[src/hdl/rgb2yuyv_pkg.sv]
package rgb2yuyv_pkg;

    // APB byte address width: six 32-bit registers
    localparam int ADDR_W = 5;
    // Holds any fitted size, up to 8192
    localparam int SIZE_W = 14;
    // Holds any row or column position, up to 8191
    localparam int POS_W  = 13;
    // Pair command queue
    localparam int QUEUE_DEPTH = 4;
    localparam int QPTR_W      = 2;
    localparam int QCNT_W      = 3;

    // Register indexes on the APB port, at byte address 4 * index
    typedef enum logic [2:0]
    {
        REG_SRC_WIDTH  = 3'd0,
        REG_SRC_HEIGHT = 3'd1,
        REG_DST_WIDTH  = 3'd2,
        REG_DST_HEIGHT = 3'd3,
        REG_ORIGIN_X   = 3'd4,
        REG_ORIGIN_Y   = 3'd5
    } reg_idx_t;
    localparam int REG_COUNT = 6;

    typedef struct packed {
        logic       frame_start;
        logic [7:0] red;
        logic [7:0] green;
        logic [7:0] blue;
    } pix_t;

    typedef struct packed {
        logic [24:0] dst_offset;
        logic [7:0]  luma_first;
        logic [7:0]  chroma_blue;
        logic [7:0]  luma_second;
        logic [7:0]  chroma_red;
    } word_t;

    typedef struct packed {
        logic [7:0] r;
        logic [7:0] g;
        logic [7:0] b;
    } rgb_t;

    // Copy region derived from the configuration registers
    typedef struct packed {
        logic [SIZE_W-1:0] sw;
        logic [SIZE_W-1:0] sh;
        logic [SIZE_W-1:0] dw;
        logic [SIZE_W-1:0] dh;
        logic [SIZE_W-1:0] sx;
        logic [SIZE_W-1:0] sy;
        logic [SIZE_W-1:0] cw;
        logic [SIZE_W-1:0] ch;
    } geom_t;

    // One pair to pack, passed from the front to the back
    typedef struct packed {
        logic [POS_W-1:0] row;
        logic [POS_W-1:0] pair_col;
        rgb_t             first;
        rgb_t             second;
        logic             has_second;
    } cmd_t;

endpackage

[src/hdl/rgb_to_yuyv_window_packer.sv]
// RGB888 to YUYV 4:2:2 window packer. Source pixels arrive on the src channel in raster
// order, one per clock at full rate while src_stall is low; frame_start on a pixel restarts
// the row and column count. Pixels inside the copy region (source clipped to the destination
// at the clamped origin) are paired, and each pair yields one YUYV word with its destination
// byte offset on the dst channel; an odd copy width pairs the last pixel of a row with black.
// A word is registered in stages s1 and s2 and then in the output register after its pair
// leaves the four-entry command queue, so a stalled sink is absorbed for a few pairs before
// src_stall rises. A configuration write stalls the src channel for one cycle while the copy
// region is recomputed, and so does the first cycle after reset.
module rgb_to_yuyv_window_packer #(
    parameter int MAX_WIDTH  = 4096,
    parameter int MAX_HEIGHT = 4096
) (
    input  logic                            clk,
    input  logic                            rst_n,
    input  logic                            src_valid,
    output logic                            src_stall,
    input  rgb2yuyv_pkg::pix_t              src_pixel,
    output logic                            dst_valid,
    input  logic                            dst_stall,
    output rgb2yuyv_pkg::word_t             dst_word,
    input  logic                            psel,
    input  logic                            penable,
    input  logic                            pwrite,
    input  logic [rgb2yuyv_pkg::ADDR_W-1:0] paddr,
    input  logic [31:0]                     pwdata,
    output logic [31:0]                     prdata,
    output logic                            pready
);

    rgb2yuyv_pkg::geom_t geom;
    rgb2yuyv_pkg::cmd_t  push_cmd;
    rgb2yuyv_pkg::cmd_t  head;
    logic cfg_busy;
    logic accept;
    logic push;
    logic pop;
    logic head_valid;
    logic queue_full;

    assign src_stall = cfg_busy | queue_full;
    assign accept    = src_valid & ~src_stall;

    rgb2yuyv_cfg #(
        .MAX_WIDTH  (MAX_WIDTH),
        .MAX_HEIGHT (MAX_HEIGHT)
    ) u_cfg (
        .clk     (clk),
        .rst_n   (rst_n),
        .psel    (psel),
        .penable (penable),
        .pwrite  (pwrite),
        .paddr   (paddr),
        .pwdata  (pwdata),
        .prdata  (prdata),
        .pready  (pready),
        .geom    (geom),
        .busy    (cfg_busy)
    );

    rgb2yuyv_front #(
        .MAX_WIDTH  (MAX_WIDTH),
        .MAX_HEIGHT (MAX_HEIGHT)
    ) u_front (
        .clk    (clk),
        .rst_n  (rst_n),
        .accept (accept),
        .pixel  (src_pixel),
        .geom   (geom),
        .push   (push),
        .cmd    (push_cmd)
    );

    rgb2yuyv_queue u_queue (
        .clk       (clk),
        .rst_n     (rst_n),
        .push      (push),
        .push_data (push_cmd),
        .pop       (pop),
        .head      (head),
        .not_empty (head_valid),
        .full      (queue_full)
    );

    rgb2yuyv_back u_back (
        .clk        (clk),
        .rst_n      (rst_n),
        .geom       (geom),
        .head       (head),
        .head_valid (head_valid),
        .pop        (pop),
        .out_valid  (dst_valid),
        .out_stall  (dst_stall),
        .out_word   (dst_word)
    );

endmodule

[src/hdl/rgb2yuyv_cfg.sv]
module rgb2yuyv_cfg #(
    parameter int MAX_WIDTH  = 4096,
    parameter int MAX_HEIGHT = 4096
) (
    input  logic                             clk,
    input  logic                             rst_n,
    input  logic                             psel,
    input  logic                             penable,
    input  logic                             pwrite,
    input  logic [rgb2yuyv_pkg::ADDR_W-1:0]  paddr,
    input  logic [31:0]                      pwdata,
    output logic [31:0]                      prdata,
    output logic                             pready,
    output rgb2yuyv_pkg::geom_t              geom,
    output logic                             busy
);

    localparam int SizeW = rgb2yuyv_pkg::SIZE_W;

    logic [12:0] src_width_reg;
    logic [12:0] src_height_reg;
    logic [12:0] dst_width_reg;
    logic [12:0] dst_height_reg;
    logic [11:0] origin_x_reg;
    logic [11:0] origin_y_reg;
    logic        hold_reg;
    rgb2yuyv_pkg::geom_t geom_reg;
    rgb2yuyv_pkg::geom_t geom_next;

    logic       wr_en;
    logic [2:0] reg_idx;

    logic [SizeW-1:0] ox;
    logic [SizeW-1:0] oy;
    logic [SizeW-1:0] dw_room;
    logic [SizeW-1:0] dh_room;

    function automatic logic [SizeW-1:0] fit_size(input logic [12:0] v,
                                                  input logic [SizeW-1:0] maxv);
        logic [SizeW-1:0] ext;
        begin
            ext = SizeW'(v);
            if (ext == '0)
                return SizeW'(1);
            else if (ext > maxv)
                return maxv;
            return ext;
        end
    endfunction

    assign wr_en   = psel & penable & pwrite;
    assign reg_idx = paddr[4:2];
    assign pready  = 1'b1;

    always_ff @(posedge clk or negedge rst_n)
    begin
        if (!rst_n)
        begin
            src_width_reg  <= 13'd640;
            src_height_reg <= 13'd360;
            dst_width_reg  <= 13'd640;
            dst_height_reg <= 13'd360;
            origin_x_reg   <= 12'd0;
            origin_y_reg   <= 12'd0;
        end
        else if (wr_en)
        begin
            unique case (reg_idx)
                rgb2yuyv_pkg::REG_SRC_WIDTH:  src_width_reg  <= pwdata[12:0];
                rgb2yuyv_pkg::REG_SRC_HEIGHT: src_height_reg <= pwdata[12:0];
                rgb2yuyv_pkg::REG_DST_WIDTH:  dst_width_reg  <= pwdata[12:0];
                rgb2yuyv_pkg::REG_DST_HEIGHT: dst_height_reg <= pwdata[12:0];
                rgb2yuyv_pkg::REG_ORIGIN_X:   origin_x_reg   <= pwdata[11:0];
                rgb2yuyv_pkg::REG_ORIGIN_Y:   origin_y_reg   <= pwdata[11:0];
                default:                      ;
            endcase
        end
    end

    always_comb
    begin
        unique case (reg_idx)
            rgb2yuyv_pkg::REG_SRC_WIDTH:  prdata = 32'(src_width_reg);
            rgb2yuyv_pkg::REG_SRC_HEIGHT: prdata = 32'(src_height_reg);
            rgb2yuyv_pkg::REG_DST_WIDTH:  prdata = 32'(dst_width_reg);
            rgb2yuyv_pkg::REG_DST_HEIGHT: prdata = 32'(dst_height_reg);
            rgb2yuyv_pkg::REG_ORIGIN_X:   prdata = 32'(origin_x_reg);
            rgb2yuyv_pkg::REG_ORIGIN_Y:   prdata = 32'(origin_y_reg);
            default:                      prdata = '0;
        endcase
    end

    // Clamp origin into the frame, then clip the source to what is left
    always_comb
    begin
        geom_next.sw = fit_size(src_width_reg,  SizeW'(MAX_WIDTH));
        geom_next.sh = fit_size(src_height_reg, SizeW'(MAX_HEIGHT));
        geom_next.dw = fit_size(dst_width_reg,  SizeW'(MAX_WIDTH));
        geom_next.dh = fit_size(dst_height_reg, SizeW'(MAX_HEIGHT));
        ox = SizeW'(origin_x_reg);
        oy = SizeW'(origin_y_reg);
        geom_next.sx = (ox < geom_next.dw - SizeW'(1)) ? ox : geom_next.dw - SizeW'(1);
        geom_next.sy = (oy < geom_next.dh - SizeW'(1)) ? oy : geom_next.dh - SizeW'(1);
        dw_room = geom_next.dw - geom_next.sx;
        dh_room = geom_next.dh - geom_next.sy;
        geom_next.cw = (dw_room < geom_next.sw) ? dw_room : geom_next.sw;
        geom_next.ch = (dh_room < geom_next.sh) ? dh_room : geom_next.sh;
    end

    always_ff @(posedge clk)
    begin
        geom_reg <= geom_next;
    end

    // Hold off pixels for the cycle in which the region is being recomputed
    always_ff @(posedge clk or negedge rst_n)
    begin
        if (!rst_n)
            hold_reg <= 1'b1;
        else
            hold_reg <= wr_en;
    end

    assign geom = geom_reg;
    assign busy = hold_reg;

endmodule

[src/hdl/rgb2yuyv_front.sv]
module rgb2yuyv_front #(
    parameter int MAX_WIDTH  = 4096,
    parameter int MAX_HEIGHT = 4096
) (
    input  logic                  clk,
    input  logic                  rst_n,
    input  logic                  accept,
    input  rgb2yuyv_pkg::pix_t    pixel,
    input  rgb2yuyv_pkg::geom_t   geom,
    output logic                  push,
    output rgb2yuyv_pkg::cmd_t    cmd
);

    localparam int SizeW = rgb2yuyv_pkg::SIZE_W;
    localparam int PosW  = rgb2yuyv_pkg::POS_W;
    localparam int WW    = $clog2(MAX_WIDTH + 1);
    localparam int HW    = $clog2(MAX_HEIGHT + 1);

    logic [WW-1:0]      col_reg;
    logic [WW-1:0]      col_next;
    logic [HW-1:0]      row_reg;
    logic [HW-1:0]      row_next;
    rgb2yuyv_pkg::rgb_t held_reg;
    rgb2yuyv_pkg::rgb_t cur;

    logic [WW-1:0] col0;
    logic [WW-1:0] col1;
    logic [WW-1:0] colp;
    logic [HW-1:0] row0;
    logic [HW-1:0] row1;
    logic [HW-1:0] row2;
    logic [HW-1:0] row3;
    logic          in_region;
    logic          odd;
    logic          last;
    logic          emit;

    assign cur = '{r: pixel.red, g: pixel.green, b: pixel.blue};

    always_comb
    begin
        col0 = pixel.frame_start ? '0 : col_reg;
        row0 = pixel.frame_start ? '0 : row_reg;
        // A column beyond the width (after a resize) starts a new row
        if (SizeW'(col0) >= geom.sw)
        begin
            col1 = '0;
            row1 = row0 + HW'(1);
        end
        else
        begin
            col1 = col0;
            row1 = row0;
        end
        row2 = (SizeW'(row1) >= geom.sh) ? '0 : row1;

        in_region = (SizeW'(row2) < geom.ch) && (SizeW'(col1) < geom.cw);
        odd       = col1[0];
        last      = (SizeW'(col1) + SizeW'(1)) >= geom.cw;
        emit      = in_region && (odd || last);

        // Advance to the next source position
        colp = col1 + WW'(1);
        if (SizeW'(colp) >= geom.sw)
        begin
            col_next = '0;
            row3     = row2 + HW'(1);
            row_next = (SizeW'(row3) >= geom.sh) ? '0 : row3;
        end
        else
        begin
            col_next = colp;
            row3     = row2;
            row_next = row2;
        end
    end

    always_ff @(posedge clk or negedge rst_n)
    begin
        if (!rst_n)
        begin
            col_reg  <= '0;
            row_reg  <= '0;
            held_reg <= '0;
        end
        else if (accept)
        begin
            col_reg <= col_next;
            row_reg <= row_next;
            if (in_region && !odd)
                held_reg <= cur;
        end
    end

    assign push           = accept & emit;
    assign cmd.row        = PosW'(row2);
    assign cmd.pair_col   = PosW'({col1[WW-1:1], 1'b0});
    assign cmd.first      = odd ? held_reg : cur;
    assign cmd.second     = cur;
    assign cmd.has_second = odd;

endmodule

[src/hdl/rgb2yuyv_queue.sv]
module rgb2yuyv_queue (
    input  logic               clk,
    input  logic               rst_n,
    input  logic               push,
    input  rgb2yuyv_pkg::cmd_t push_data,
    input  logic               pop,
    output rgb2yuyv_pkg::cmd_t head,
    output logic               not_empty,
    output logic               full
);

    localparam int Depth = rgb2yuyv_pkg::QUEUE_DEPTH;
    localparam int PtrW  = rgb2yuyv_pkg::QPTR_W;
    localparam int CntW  = rgb2yuyv_pkg::QCNT_W;

    rgb2yuyv_pkg::cmd_t entry_reg [Depth];
    logic [PtrW-1:0] wr_ptr_reg;
    logic [PtrW-1:0] rd_ptr_reg;
    logic [CntW-1:0] count_reg;
    logic [CntW-1:0] count_next;
    logic            do_push;
    logic            do_pop;

    assign full      = (count_reg == CntW'(Depth));
    assign not_empty = (count_reg != '0);
    assign do_push   = push & ~full;
    assign do_pop    = pop & not_empty;
    assign head      = entry_reg[rd_ptr_reg];

    always_comb
    begin
        count_next = count_reg;
        if (do_push && !do_pop)
            count_next = count_reg + CntW'(1);
        else if (do_pop && !do_push)
            count_next = count_reg - CntW'(1);
    end

    always_ff @(posedge clk)
    begin
        if (do_push)
            entry_reg[wr_ptr_reg] <= push_data;
    end

    always_ff @(posedge clk or negedge rst_n)
    begin
        if (!rst_n)
        begin
            wr_ptr_reg <= '0;
            rd_ptr_reg <= '0;
            count_reg  <= '0;
        end
        else
        begin
            if (do_push)
                wr_ptr_reg <= wr_ptr_reg + PtrW'(1);
            if (do_pop)
                rd_ptr_reg <= rd_ptr_reg + PtrW'(1);
            count_reg <= count_next;
        end
    end

endmodule

[src/hdl/rgb2yuyv_back.sv]
module rgb2yuyv_back (
    input  logic                clk,
    input  logic                rst_n,
    input  rgb2yuyv_pkg::geom_t geom,
    input  rgb2yuyv_pkg::cmd_t  head,
    input  logic                head_valid,
    output logic                pop,
    output logic                out_valid,
    input  logic                out_stall,
    output rgb2yuyv_pkg::word_t out_word
);

    localparam int SizeW = rgb2yuyv_pkg::SIZE_W;

    localparam logic [15:0] LUMA_R     = 16'd77;
    localparam logic [15:0] LUMA_G     = 16'd150;
    localparam logic [15:0] LUMA_B     = 16'd29;
    localparam logic [15:0] U_R        = 16'd43;
    localparam logic [15:0] U_G        = 16'd85;
    localparam logic [15:0] V_G        = 16'd107;
    localparam logic [15:0] V_B        = 16'd21;
    // 128 * 256: turns the signed chroma sum into floor(sum / 256) + 128
    localparam logic [15:0] CHROMA_BIAS = 16'h8000;

    logic adv;

    logic             s1_valid_reg;
    logic [SizeW-1:0] s1_line_reg;
    logic [SizeW-1:0] s1_colb_reg;
    logic [15:0]      s1_y1_reg;
    logic [15:0]      s1_u_reg;
    logic [15:0]      s1_v_reg;
    logic [15:0]      s1_y2_reg;

    logic             s2_valid_reg;
    logic [24:0]      s2_prod_reg;
    logic [SizeW-1:0] s2_colb_reg;
    logic [7:0]       s2_y1_reg;
    logic [7:0]       s2_u_reg;
    logic [7:0]       s2_v_reg;
    logic [7:0]       s2_y2_reg;

    logic                out_valid_reg;
    rgb2yuyv_pkg::word_t out_reg;

    logic [15:0]      y1_next;
    logic [15:0]      u_next;
    logic [15:0]      v_next;
    logic [15:0]      y2_next;
    logic [2*SizeW-1:0] prod_full;
    logic [24:0]      pix_index;

    // The whole pipeline moves unless a finished word is held by the sink
    assign adv = ~out_valid_reg | ~out_stall;
    assign pop = adv & head_valid;

    always_comb
    begin
        y1_next = 16'(head.first.r) * LUMA_R + 16'(head.first.g) * LUMA_G
                + 16'(head.first.b) * LUMA_B;
        u_next  = CHROMA_BIAS + (16'(head.first.b) << 7)
                - 16'(head.first.r) * U_R - 16'(head.first.g) * U_G;
        v_next  = CHROMA_BIAS + (16'(head.first.r) << 7)
                - 16'(head.first.g) * V_G - 16'(head.first.b) * V_B;
        y2_next = head.has_second
                ? 16'(head.second.r) * LUMA_R + 16'(head.second.g) * LUMA_G
                  + 16'(head.second.b) * LUMA_B
                : '0;
        prod_full = (2*SizeW)'(s1_line_reg) * (2*SizeW)'(geom.dw);
        pix_index = s2_prod_reg + 25'(s2_colb_reg);
    end

    always_ff @(posedge clk or negedge rst_n)
    begin
        if (!rst_n)
        begin
            s1_valid_reg  <= 1'b0;
            s2_valid_reg  <= 1'b0;
            out_valid_reg <= 1'b0;
        end
        else if (adv)
        begin
            s1_valid_reg  <= pop;
            s2_valid_reg  <= s1_valid_reg;
            out_valid_reg <= s2_valid_reg;
        end
    end

    always_ff @(posedge clk)
    begin
        if (adv)
        begin
            s1_line_reg <= geom.sy + SizeW'(head.row);
            s1_colb_reg <= geom.sx + SizeW'(head.pair_col);
            s1_y1_reg   <= y1_next;
            s1_u_reg    <= u_next;
            s1_v_reg    <= v_next;
            s1_y2_reg   <= y2_next;

            s2_prod_reg <= prod_full[24:0];
            s2_colb_reg <= s1_colb_reg;
            s2_y1_reg   <= s1_y1_reg[15:8];
            s2_u_reg    <= s1_u_reg[15:8];
            s2_v_reg    <= s1_v_reg[15:8];
            s2_y2_reg   <= s1_y2_reg[15:8];

            out_reg.dst_offset  <= {pix_index[23:0], 1'b0};
            out_reg.luma_first  <= s2_y1_reg;
            out_reg.chroma_blue <= s2_u_reg;
            out_reg.luma_second <= s2_y2_reg;
            out_reg.chroma_red  <= s2_v_reg;
        end
    end

    assign out_valid = out_valid_reg;
    assign out_word  = out_reg;

endmodule

[config.mk]
export PLATFORM = sky130hd
export DESIGN_NAME = rgb_to_yuyv_window_packer
export DESIGN_NICKNAME = d
export VERILOG_FILES = /design/src/hdl/rgb2yuyv_pkg.sv /design/src/hdl/rgb_to_yuyv_window_packer.sv /design/src/hdl/rgb2yuyv_cfg.sv /design/src/hdl/rgb2yuyv_front.sv /design/src/hdl/rgb2yuyv_queue.sv /design/src/hdl/rgb2yuyv_back.sv
export SDC_FILE = /design/constraint.sdc
export NUM_CORES = 2
export LEC_CHECK = 0
export BUFFER_PORTS_ARGS = -buffer_cell sky130_fd_sc_hd__buf_2
export CORE_UTILIZATION = 34
export CTS_BUF_LIST = sky130_fd_sc_hd__clkbuf_4 sky130_fd_sc_hd__clkbuf_8
export DETAILED_ROUTE_END_ITERATION = 16
export PLACE_DENSITY = 0.48
export RECOVER_POWER = 25
export REMOVE_ABC_BUFFERS = 1
export SKIP_LAST_GASP = 1
export SYNTH_ARGS = -nofsm -noshare
export SYNTH_HDL_FRONTEND = slang
export SYNTH_HIERARCHICAL = 1
export SYNTH_SLANG_ARGS = --single-unit
[constraint.sdc]
create_clock -name clk -period 9.85 [get_ports clk]
set_input_delay 0.985 -clock clk [delete_from_list [all_inputs] [get_ports clk]]
set_output_delay 0.985 -clock clk [all_outputs]
set_load 0.02 [all_outputs]
; Word-level counts from Yosys, hierarchy flattened
; Memory sizes are Yosys's and may differ from the RTL's.
; Index checks and enable logic that the tools add are counted.
[classes]
n_addsub = 25
mul = 11
magnitude_cmp = 15
n_eq_ne = 6
n_mux = 38
n_bitwise = 13
reduce_logical = 23
[ops]
columns = operator, n
row1 = $mux 14, 16
row2 = $mux 13, 8
row3 = $mul 8x7->15 const B, 6
row4 = $pmux 13 s6, 1
row5 = $ge 13x14->1, 4
row6 = $gt 13x13->1 const B, 4
row7 = $logic_not 13->1, 4
row8 = $add 13x1->13 const B, 3
row9 = $mul 8x5->13 const B, 3
row10 = $add 15x16->16, 2
row11 = $add 16x13->16, 2
row12 = $add 16x15->16 const A, 2
row13 = $sub 16x15->16, 2
row14 = $add 14x13->14, 2
row15 = $lt 12x14->1, 2
row16 = $lt 13x14->1, 2
row17 = $lt 14x14->1, 2
row18 = $sub 14x1->14 const B, 2
row19 = $sub 14x14->14, 2
row20 = $add 24x14->24, 1
row21 = $mul 14x14->24, 1
row22 = $mux 24, 1
row23 = $sub 16x13->16, 1
row24 = $sub 16x14->16, 1
row25 = other kinds (21), 57
[word_totals]
register_bits = 453
mem_bits_rw = 296
inputBits = 69
out_inout_bits = 92
wordCells = 174
mem_count = 1
[mem_list]
columns = memory, words, width, read_ports, rd_ports_with_merged_regs, write_ports, line
row1 = u_queue.entry_reg, 4, 74, 1, 0, 1, rgb2yuyv_queue.sv:16  ; rgb2yuyv_pkg::cmd_t entry_reg [Depth];

; Depth between registers and ports, before layout
[logic_depth]
word_depth = 14
depth_mapped = 40
depth_no_buf = 35

; Modules after synthesis
; Netlist, hierarchy kept.
[by_module_without_submodules]
columns = mod, n_inst, cells_each, area_each_um2, seq_area_each_um2
row1 = rgb2yuyv_back, 1, 2220, 23846.6, 5660.4
row2 = rgb2yuyv_queue, 1, 427, 11267.1, 9183.8
row3 = rgb2yuyv_cfg, 1, 1013, 10274.9, 4105.2
row4 = rgb2yuyv_front, 1, 757, 6052.1, 1251.2
row5 = rgb_to_yuyv_window_packer, 1, 2, 13.8, 0.0

; Worst setup path after synthesis
; OpenSTA, ideal clock, no wires.
[synth_timing]
kind = input to register
from = input port src_pixel[24] in the netlist's numbering
to = memory u_queue/entry_reg[0][0] in the netlist's numbering, enable pin
setup_time_ns = 0.441
arrival_time_ns = 9.036
t_required_ns = 9.409
setup_slack_ns = 0.372
stages = 32
n_path_buf = 7
path_cell_list = clkbuf_1 -> clkbuf_1 -> clkbuf_1 -> buf_1 -> nor2_1 -> ha_1 -> a21oi_2 -> a21boi_1 -> o311ai_1 -> clkbuf_1 -> a21oi_1 -> xnor2_1 -> inv_1 -> ha_1 -> a211o_1 -> a21o_1 -> a21oi_1 -> nand2b_1 -> buf_2 -> nor2_1 -> ha_1 -> a21oi_1 -> o21ai_0 -> a21oi_1 -> o21ai_0 -> a2111oi_0 -> o21ai_0 -> a31oi_1 -> o31a_1 -> nor2b_1 -> buf_2 -> and2_1
[synth_lines]
columns = element, line
row1 = start: declaration, rgb_to_yuyv_window_packer.sv:18  ; input rgb2yuyv_pkg::pix_t src_pixel,
row2 = end: declaration, rgb2yuyv_queue.sv:16

==> impl_metrics.toml <==
[sta]
period_minus_slack_ns = 8.880
worst_pin_slew_ns = 5.072
fmax_mhz = 112.6
skew_ns = 0.04672
fin_tns_setup_ns = 0
timing.final.crit_share_pct = 90.15
max_slew_margin_pct = -238.1
hold_viol_final = 0
rsz0062_at_grt = "no"
finalMaxSlewViolations = 214
setup_viol = 0

[cells_and_area]
drive_above_1_share_pct = 14.27
areaGrowthSynthToFinish_pct = 10.61
fillers = 14888
final_nets = 5491
largest_reg_flops = 300

[global_route]
grt_usage_pct = 17.19
busiest_layer = "met2"
use_met3_pct = 3.272
grt.met1_usage_pct = 23.75
grt_pass1_vias = 33071
grt_first_pass_wirelength_um = 199100
grtUsageMet2_pct = 27.30
overflow = 0
grt_max_degree = 160
antenna_found_initial = 9

[worst_setup_path]
slowest_delay_ns = 0.70
reg2reg_depth = 33
arrival_ns = 9.59
slowest_stage = "nor4_2"
r2r_setup_slack_ns = 0.97
r2r-start = "u_cfg/dst_width_reg[2]"
endpoint_kind = "register"
cpMostUsedCell = "ha_1"
critPathTopFamily = "compound AO/OA/AOI/OAI gates"
critPathLaunchType = "register"
cp_num_buf_inv = 2
critical_path_class = "reg -> reg"
r2r_end = "u_cfg/geom[15]"
worstPathRequired_ns = 10.56
critPathMaxFanout = 13

[worst_hold_path]
min_from = "dst_stall"
hold_class = "in -> reg"
hold_path_end = "u_back/s1_valid_reg"
hold_depth = 2

[synth]
syn_inst = 4405
synth_area_per_cell_um2 = 11.62
netlist_area_mm2 = 0.05119
synth_warnings = 6

[drt]
ant_nets = 0
drtPass1Iterations = 5
drc_errors = 0
post_drt_wl_per_cell_um = 19.27
drt_iter0_drc = 1636
drt-total-wl_um = 128700
viasPerCell = 4.829
vias = 32258

[outcome]
failed_checks = "capacitance limit, slew limit"
status = "complete, but fails checks"

[floorplanning]
io_pins = 161
fp.dieW_um = 390.0
die_h_um = 390.0
dieArea_mm2 = 0.1521
core_area_mm2 = 0.1496
rows = 142
initial_core_util_pct = 34.22

[clock_tree]
post-cts-setup-buffers = 0
cts_resized = 0
clock-root-buffer = "clkbuf_8"
cts_buffers = 135
clkSinkCount = 718
cts_hold_buffers = 0
clk_latency_ns = 0.86
htree_num_levels = 4
cts_max_path_buffers = 3
cts_tree = "yes"
clkSlewWorstSetupHoldPaths_ns = 0.06

[place]
hpwl_um = 95930
portBuffers = 118
gp_congestion = 0.8539

[flow_run]
maxCapViolations = 4
-- area by class of cell --
| class | count | area (um2) | share of cell area, % |
|---|---|---|---|
| antenna | 4 | 10.01 | 0.01768 |
| clock buffer | 183 | 2293 | 4.051 |
| clock inverter | 61 | 555.5 | 0.9812 |
| inverter | 676 | 2537 | 4.482 |
| multi-input combinational | 2867 | 27850 | 49.19 |
| sequential | 718 | 19950 | 35.23 |
| tap | 2016 | 2522 | 4.455 |
| timing repair buffer | 155 | 899.6 | 1.589 |
-- worst max path at each step --
stage / endpoint / depth (start not counted) / slack [ns] / from
floorplan: u_back/s1_y1_reg[15] / 22 / 0.06 / u_queue/rd_ptr_reg[0]
global placement: u_queue/entry_reg[0][38] / 30 / 0.72 / src_pixel[24]
detailed placement: u_queue/entry_reg[0][37] / 30 / 0.66 / src_pixel[24]
CTS: u_cfg/geom[5] / 34 / 0.99 / u_cfg/dst_height_reg[7]
global route: u_cfg/geom[15] / 33 / 0.21 / u_cfg/dst_width_reg[2]
finish: u_cfg/geom[15] / 33 / 0.97 / u_cfg/dst_width_reg[2]
-- routing by layer --
layer  vias to the layer above  part of all wire [%]
li1                      15486                     -
met1                     15991                    48
met2                       595                    46
met3                       180                   4.3
met4                         6                   2.3
met5                         -                 0.030
-- cell usage in the layout, fill, tap and decap left out, drive strengths merged, types with 20 or more instances in the layout --
master  count
xnor2     131
nand4      22
mux2      134
xor2       54
a21oi     153
and2      121
o21ai     102
nor4       28
nor2b      43
a21o       55
nand3      59
nand2     315
clkinv     38
a31oi      35
ha        530
fa        339
nand2b     42
dfrtp     124
conb       33
dfxtp      95
clkbuf    212
inv       685
buf       126
mux4       80
mux2i      35
edfxtp    486
a211oi     20
nor3       47
o21a       39
nor2      182
-- worst reg2reg max path, delay by kind of cell, from the launching register on --
kind | cells | cell delay (ns)
AO/OA/AOI/OAI | 16 | 3.68
flip-flops | 1 | 0.51
buffers and inverters | 2 | 0.33
AND/OR/NAND/NOR | 6 | 1.65
XOR/XNOR | 1 | 0.20
multiplexers | 2 | 0.62
adder cells (fa/ha/maj) | 6 | 1.74
-- through the flow --
step                hold WS, ns  area [um2]  worst slack [ns]  instances  utilization [%]
finish                   0.4055       56620            0.9699       6680            37.85
global route             0.3263       56610            0.2087       6678            37.84
CTS                      0.1272       56670            0.9916       6676            37.88
global placement         0.4005       53820            0.7173       6432            35.98
floorplan                0.3996       50310           0.05548       4261                -
detailed placement       0.4045       53820            0.6616       6432            35.98
Power is not shown: default switching activity piles up to over one toggle a cycle in this logic, so the estimate is an artifact.
